$ cat src/rtl/core/smr_pkg.sv
`default_nettype none

package smr_pkg;

    // fixed field widths
    localparam int unsigned SAMPLE_W = 32;
    localparam int unsigned TOTAL_W  = 7;

    // request codes
    localparam logic REQ_ADD    = 1'b0;
    localparam logic REQ_FINISH = 1'b1;

    typedef struct packed {
        logic                req_type;
        logic [SAMPLE_W-1:0] sample;
    } in_item_t;

    typedef struct packed {
        logic                valid_res;
        logic [SAMPLE_W-1:0] median_value;
        logic [SAMPLE_W-1:0] minimum_value;
        logic [SAMPLE_W-1:0] maximum_value;
        logic [TOTAL_W-1:0]  sample_total;
    } out_item_t;

    // per-cycle command broadcast to every cell of the chain
    typedef struct packed {
        logic insert;   // place the incoming sample in sorted order
        logic drain;    // shift the whole row one place towards cell 0
    } cell_ctrl_t;

endpackage

`default_nettype wire

$ cat src/rtl/core/smr_cell.sv
`default_nettype none

module smr_cell (
    input  wire logic                                clk,
    input  wire smr_pkg::cell_ctrl_t                 ctrl,
    input  wire logic [smr_pkg::SAMPLE_W-1:0]        sample,
    input  wire logic                                occupied,
    input  wire logic                                tail,
    input  wire logic [smr_pkg::SAMPLE_W-1:0]        left_data,
    input  wire logic                                left_gt,
    input  wire logic [smr_pkg::SAMPLE_W-1:0]        right_data,
    output logic      [smr_pkg::SAMPLE_W-1:0]        data,
    output logic                                     gt
);

    logic [smr_pkg::SAMPLE_W-1:0] data_reg;
    logic [smr_pkg::SAMPLE_W-1:0] data_next;
    logic                         take;

    // held value strictly above the newcomer: newcomer goes before it
    assign gt   = occupied && (data_reg > sample);
    assign take = ctrl.insert && (gt || tail);

    always_comb
    begin
        data_next = data_reg;
        if (ctrl.drain)
        begin
            data_next = right_data;
        end
        else if (take)
        begin
            data_next = left_gt ? left_data : sample;
        end
    end

    always_ff @(posedge clk)
    begin
        data_reg <= data_next;
    end

    assign data = data_reg;

endmodule

`default_nettype wire

$ cat config.mk
export PLATFORM = sky130hd
export DESIGN_NAME = smr_cell
export DESIGN_NICKNAME = d
export VERILOG_FILES = /design/src/rtl/core/smr_pkg.sv /design/src/rtl/core/smr_cell.sv
export SDC_FILE = /design/constraint.sdc
export NUM_CORES = 1
export LEC_CHECK = 0
export CAP_MARGIN = 40
export CORE_UTILIZATION = 65
export CTS_BUF_LIST = sky130_fd_sc_hd__clkbuf_8
export DETAILED_ROUTE_END_ITERATION = 7
export DONT_BUFFER_PORTS = 1
export GPL_ROUTABILITY_DRIVEN = 0
export HOLD_SLACK_MARGIN = 0.02
export PLACE_DENSITY = 0.86
export SLEW_MARGIN = 5
export SYNTH_ARGS = -nofsm -noshare
export SYNTH_HDL_FRONTEND = slang
export SYNTH_SLANG_ARGS = --single-unit
$ cat constraint.sdc
create_clock -name clk -period 5.1 [get_ports clk]
set_input_delay 0.51 -clock clk [delete_from_list [all_inputs] [get_ports clk]]
set_output_delay 0.51 -clock clk [all_outputs]
set_load 0.005 [all_outputs]
==> impl_results.html <==
<table>
<tr><th>Metric</th><th>Value</th></tr>
<tr><th colspan="2">Timing</th></tr>
<tr><td>Final period util</td><td>59.83%</td></tr>
<tr><td>Setup repair after global routing missed its margin</td><td>false</td></tr>
<tr><td>Final sum of negative setup slack</td><td>0 ps</td></tr>
<tr><td>Shortest clock period the worst path allows after layout</td><td>3051 ps</td></tr>
<tr><td>Max Clock Skew</td><td>3.003 ps</td></tr>
<tr><td>Worst slew pin tran</td><td>726.7 ps</td></tr>
<tr><td>Worst-case setup margin in the final layout</td><td>2049 ps</td></tr>
<tr><td>Final Hold Viols</td><td>0</td></tr>
<tr><td>Relative max-transition margin</td><td>51.55%</td></tr>
<tr><td>Setup-failing EPs final</td><td>0</td></tr>
<tr><td>Max-slew violation count</td><td>0</td></tr>
<tr><td>Maximum clock frequency</td><td>0.3277 GHz</td></tr>
<tr><th colspan="2">Synth</th></tr>
<tr><td>Leading register cell type out of synthesis</td><td>sky130_fd_sc_hd__edfxtp_1</td></tr>
<tr><td>Post-synthesis compound-gate area fraction</td><td>13.30%</td></tr>
<tr><td>Number of flops mapped to enable cells by yosys</td><td>32</td></tr>
<tr><td>Main combinational cell family by area after synthesis</td><td>adder cells</td></tr>
<tr><td>Yosys synthesis warning count</td><td>0</td></tr>
<tr><td>Synthesized area per cell</td><td>9.627 um^2</td></tr>
<tr><td>Synthesized Nets</td><td>389</td></tr>
<tr><td>Adder-cell share of the synthesized area</td><td>16.31%</td></tr>
<tr><td>Fraction of registers with async set or reset after synthesis</td><td>0%</td></tr>
<tr><td>Xor-xnor portion of the synthesized cell area</td><td>0%</td></tr>
<tr><td>Post-synthesis cell area</td><td>0.002455 mm^2</td></tr>
<tr><td>Flops &amp; latches, synth</td><td>32</td></tr>
<tr><td>Register area share after synthesis</td><td>39.14%</td></tr>
<tr><td>Synth Instances</td><td>255</td></tr>
<tr><td>Simple-gate portion of the synthesized area</td><td>11.31%</td></tr>
<tr><td>Number of library cell types mapped by synthesis</td><td>29</td></tr>
<tr><td>Multiplexer share of the synthesized area</td><td>13.05%</td></tr>
<tr><td>Post-synth top area share</td><td>39.14%</td></tr>
<tr><td>Top cell type by total area after synthesis</td><td>sky130_fd_sc_hd__edfxtp_1</td></tr>
<tr><td>Synth area leaders</td><td>sky130_fd_sc_hd__edfxtp_1 (39%), sky130_fd_sc_hd__ha_1 (16%), sky130_fd_sc_hd__mux2i_1 (13%), sky130_fd_sc_hd__o21ai_0 (6.5%), sky130_fd_sc_hd__nand2_1 (5.4%)</td></tr>
<tr><th colspan="2">Power and ir drop</th></tr>
<tr><td>Switching share of total power</td><td>27.37%</td></tr>
<tr><td>Sequential group share of total power</td><td>53.5%</td></tr>
<tr><td>Power Density</td><td>258.9 mW/mm^2</td></tr>
<tr><td>Clock power share</td><td>26.0%</td></tr>
<tr><td>Reported leakage power</td><td>1.199 nW</td></tr>
<tr><td>Total net switching power</td><td>0.1818 mW</td></tr>
<tr><td>Combinational share of power</td><td>20.4%</td></tr>
<tr><td>Largest vdd supply drop</td><td>0.2023 mV</td></tr>
<tr><td>Cell internal pwr</td><td>0.4824 mW</td></tr>
<tr><th colspan="2">CTS</th></tr>
<tr><td>Clock root cell</td><td>sky130_fd_sc_hd__clkbuf_8</td></tr>
<tr><td>Post-cts hold buffer count</td><td>0</td></tr>
<tr><td>Count of instances resized after the clock tree is built</td><td>0</td></tr>
<tr><td>CTS tree</td><td>yes</td></tr>
<tr><td>Post-CTS setup buffer count</td><td>0</td></tr>
<tr><td>Number of sinks driven by the clock tree</td><td>32</td></tr>
<tr><td>Maximum level of the CTS H-tree</td><td>2</td></tr>
<tr><td>Insertion delay to the later sink of the worst-skew pair</td><td>270 ps</td></tr>
<tr><td>Clock-pin transition on the worst setup and hold timing paths</td><td>60 ps</td></tr>
<tr><td>Clock buffers created by TritonCTS</td><td>5</td></tr>
<tr><td>Maximum buffer depth of the clock tree</td><td>2</td></tr>
<tr><th colspan="2">Placement</th></tr>
<tr><td>Port-buffer cells</td><td>0</td></tr>
<tr><td>Post-placement worst setup slack</td><td>1941 ps</td></tr>
<tr><td>Dpl hpwl</td><td>4.224 mm</td></tr>
<tr><th colspan="2">Setup path</th></tr>
<tr><td>Launch instance of the worst register-to-register path</td><td>data[30]</td></tr>
<tr><td>Critical Path Sink Type</td><td>flip-flop</td></tr>
<tr><td>Crit path DAT</td><td>3010 ps</td></tr>
<tr><td>Setup slack of the most critical reg-to-reg path</td><td>2050 ps</td></tr>
<tr><td>Critical path startpoint</td><td>data[30]</td></tr>
<tr><td>Kind of start point of the critical path</td><td>flip-flop</td></tr>
<tr><td>Max FO, Critical Path</td><td>20</td></tr>
<tr><td>Required arrival time at the worst endpoint</td><td>5050 ps</td></tr>
<tr><td>Worst setup path category</td><td>flip-flop to flip-flop</td></tr>
<tr><th colspan="2">Floorplan</th></tr>
<tr><td>Num rows</td><td>21</td></tr>
<tr><td>Starting Density</td><td>70.78%</td></tr>
<tr><td>Total die area</td><td>0.004027 mm^2</td></tr>
<tr><td>Io pins</td><td>135</td></tr>
<tr><td>Die Span X</td><td>63.46 um</td></tr>
<tr><td>Die height</td><td>63.46 um</td></tr>
<tr><td>Floorplan core area</td><td>0.003468 mm^2</td></tr>
<tr><th colspan="2">GRT</th></tr>
<tr><td>Wire length of the first global-routing pass</td><td>8.107 mm</td></tr>
<tr><td>Initial antenna violation count</td><td>0</td></tr>
<tr><td>Global-route usage over all layers</td><td>26.51%</td></tr>
<tr><td>GRT Residual Overflow</td><td>0</td></tr>
<tr><td>Number of global-route vias before repair</td><td>1781</td></tr>
<tr><td>Largest net degree at the start of global routing</td><td>68</td></tr>
<tr><th colspan="2">Layout</th></tr>
<tr><td>Area growth from synthesis to layout</td><td>4.485%</td></tr>
<tr><td>Layout cells sized above 1</td><td>3.968%</td></tr>
<tr><td>Fin nets</td><td>386</td></tr>
<tr><td>Count of filler cells inserted in the layout</td><td>257</td></tr>
<tr><td>Flip-flop count of the largest register after layout</td><td>32</td></tr>
<tr><td>Most common cell after layout, fill and taps aside</td><td>sky130_fd_sc_hd__nand2_1</td></tr>
<tr><td>Ant diodes</td><td>0</td></tr>
<tr><th colspan="2">Routing</th></tr>
<tr><td>Vias post-DR</td><td>1825</td></tr>
<tr><td>Amount of wire on met3 after detailed routing</td><td>477 um</td></tr>
<tr><td>Drt drc</td><td>0</td></tr>
<tr><td>Post-route ant nets</td><td>0</td></tr>
<tr><td>Topmost layer with routed signal wires</td><td>met4</td></tr>
<tr><td>Iter 0 DRT Violations</td><td>51</td></tr>
<tr><td>Routed wire length</td><td>5.229 mm</td></tr>
<tr><td>WL per Instance</td><td>17.55 um</td></tr>
<tr><td>Sum of met2 wire segment lengths after detailed routing</td><td>2.649 mm</td></tr>
<tr><td>Number of search-and-repair iterations in the first detailed-routing pass</td><td>4</td></tr>
<tr><td>Via density per instance</td><td>6.124</td></tr>
<tr><td>Met1 Wirelength</td><td>2.016 mm</td></tr>
<tr><th colspan="2">Min path</th></tr>
<tr><td>Hold path start</td><td>right_data[16]</td></tr>
<tr><td>Class of the worst hold path</td><td>input port to flip-flop</td></tr>
<tr><th colspan="2">Job</th></tr>
<tr><td>Max-cap violation count</td><td>0</td></tr>
<tr><th colspan="2">Status</th></tr>
<tr><td>Status</td><td>complete, no violations</td></tr>
</table>
-- per-stage QoR --
| step | hold slack, ps | power [mW] | std cells | cell area [um^2] | util (%) |
|---|---|---|---|---|---|
| CTS | 424.2 | 0.6685 | 298 | 2565 | 73.95 |
| global placement | 705.1 | 0.4880 | 291 | 2489 | 71.75 |
| finish | 430.3 | 0.6642 | 298 | 2565 | 73.95 |
| global route | 427.2 | 0.6981 | 298 | 2565 | 73.95 |
| detailed placement | 710.2 | 0.4973 | 291 | 2489 | 71.75 |
| floorplan | 697.1 | 0.4691 | 255 | 2455 | - |
-- metal layers --
layer	vias to the layer above	global-route usage, %
met1	799	29.48
met3	8	7.790
met2	105	47.87
li1	913	-
met5	-	0
met4	0	8.523
-- critical path, cell delays in order (launching register included) --
cell and delay [ps]:
sky130_fd_sc_hd__edfxtp_1 410, sky130_fd_sc_hd__ha_1 340, sky130_fd_sc_hd__nand4_1 170, sky130_fd_sc_hd__or3_1 450
sky130_fd_sc_hd__nor2_1 140, sky130_fd_sc_hd__o31ai_1 130, sky130_fd_sc_hd__a311oi_4 680, sky130_fd_sc_hd__buf_4 400
-- logic make-up after synthesis --
logic type	Yosys count
AOI/OAI and AO/OA	58
adders and majority gates	32
buffers and inverters	43
DFF	32
muxes	32
and+or+nand+nor	58
-- layout make-up --
| type | count | area [um^2] | area share, % |
|---|---|---|---|
| Timing Repair Buffer | 1 | 7.507 | 0.2927 |
| Tap cell | 46 | 57.56 | 2.244 |
| Sequential cell | 32 | 960.9 | 37.46 |
| Inverter | 32 | 120.1 | 4.683 |
| Clock buffer | 5 | 68.82 | 2.683 |
| Multi-Input combinational cell | 180 | 1343 | 52.34 |
| Clock inverter | 2 | 7.507 | 0.2927 |
-- cells in the mapped netlist, types with 2 or more instances --
master	number
sky130_fd_sc_hd__nand4_1	6
sky130_fd_sc_hd__edfxtp_1	32
sky130_fd_sc_hd__buf_2	3
sky130_fd_sc_hd__nand3_1	6
sky130_fd_sc_hd__inv_1	32
sky130_fd_sc_hd__a21o_1	4
sky130_fd_sc_hd__nand2_1	35
sky130_fd_sc_hd__nand4_2	2
sky130_fd_sc_hd__ha_1	32
sky130_fd_sc_hd__nor2_1	4
sky130_fd_sc_hd__clkbuf_1	7
sky130_fd_sc_hd__a21oi_1	13
sky130_fd_sc_hd__o21ai_0	32
sky130_fd_sc_hd__mux2i_1	32
-- power by group through the flow --
stage | clock (mW) | sequential (mW) | combinational, mW
2_1_floorplan | 0 | 0.355 | 0.115
3_3_place_gp | 0 | 0.361 | 0.127
3_5_place_dp | 0 | 0.361 | 0.136
4_1_cts | 0.176 | 0.356 | 0.136
5_1_grt | 0.185 | 0.359 | 0.154
6_report | 0.173 | 0.356 | 0.136
-- path summary, 6_finish.rpt --
check	end	cells past startpoint
worst max-delay path	data[9]	7
worst min register to register	data[26]	5
worst max register to register	data[9]	7
worst min-delay path	data[16]	2
No activity file was read; power rests on OpenSTA's default activity.
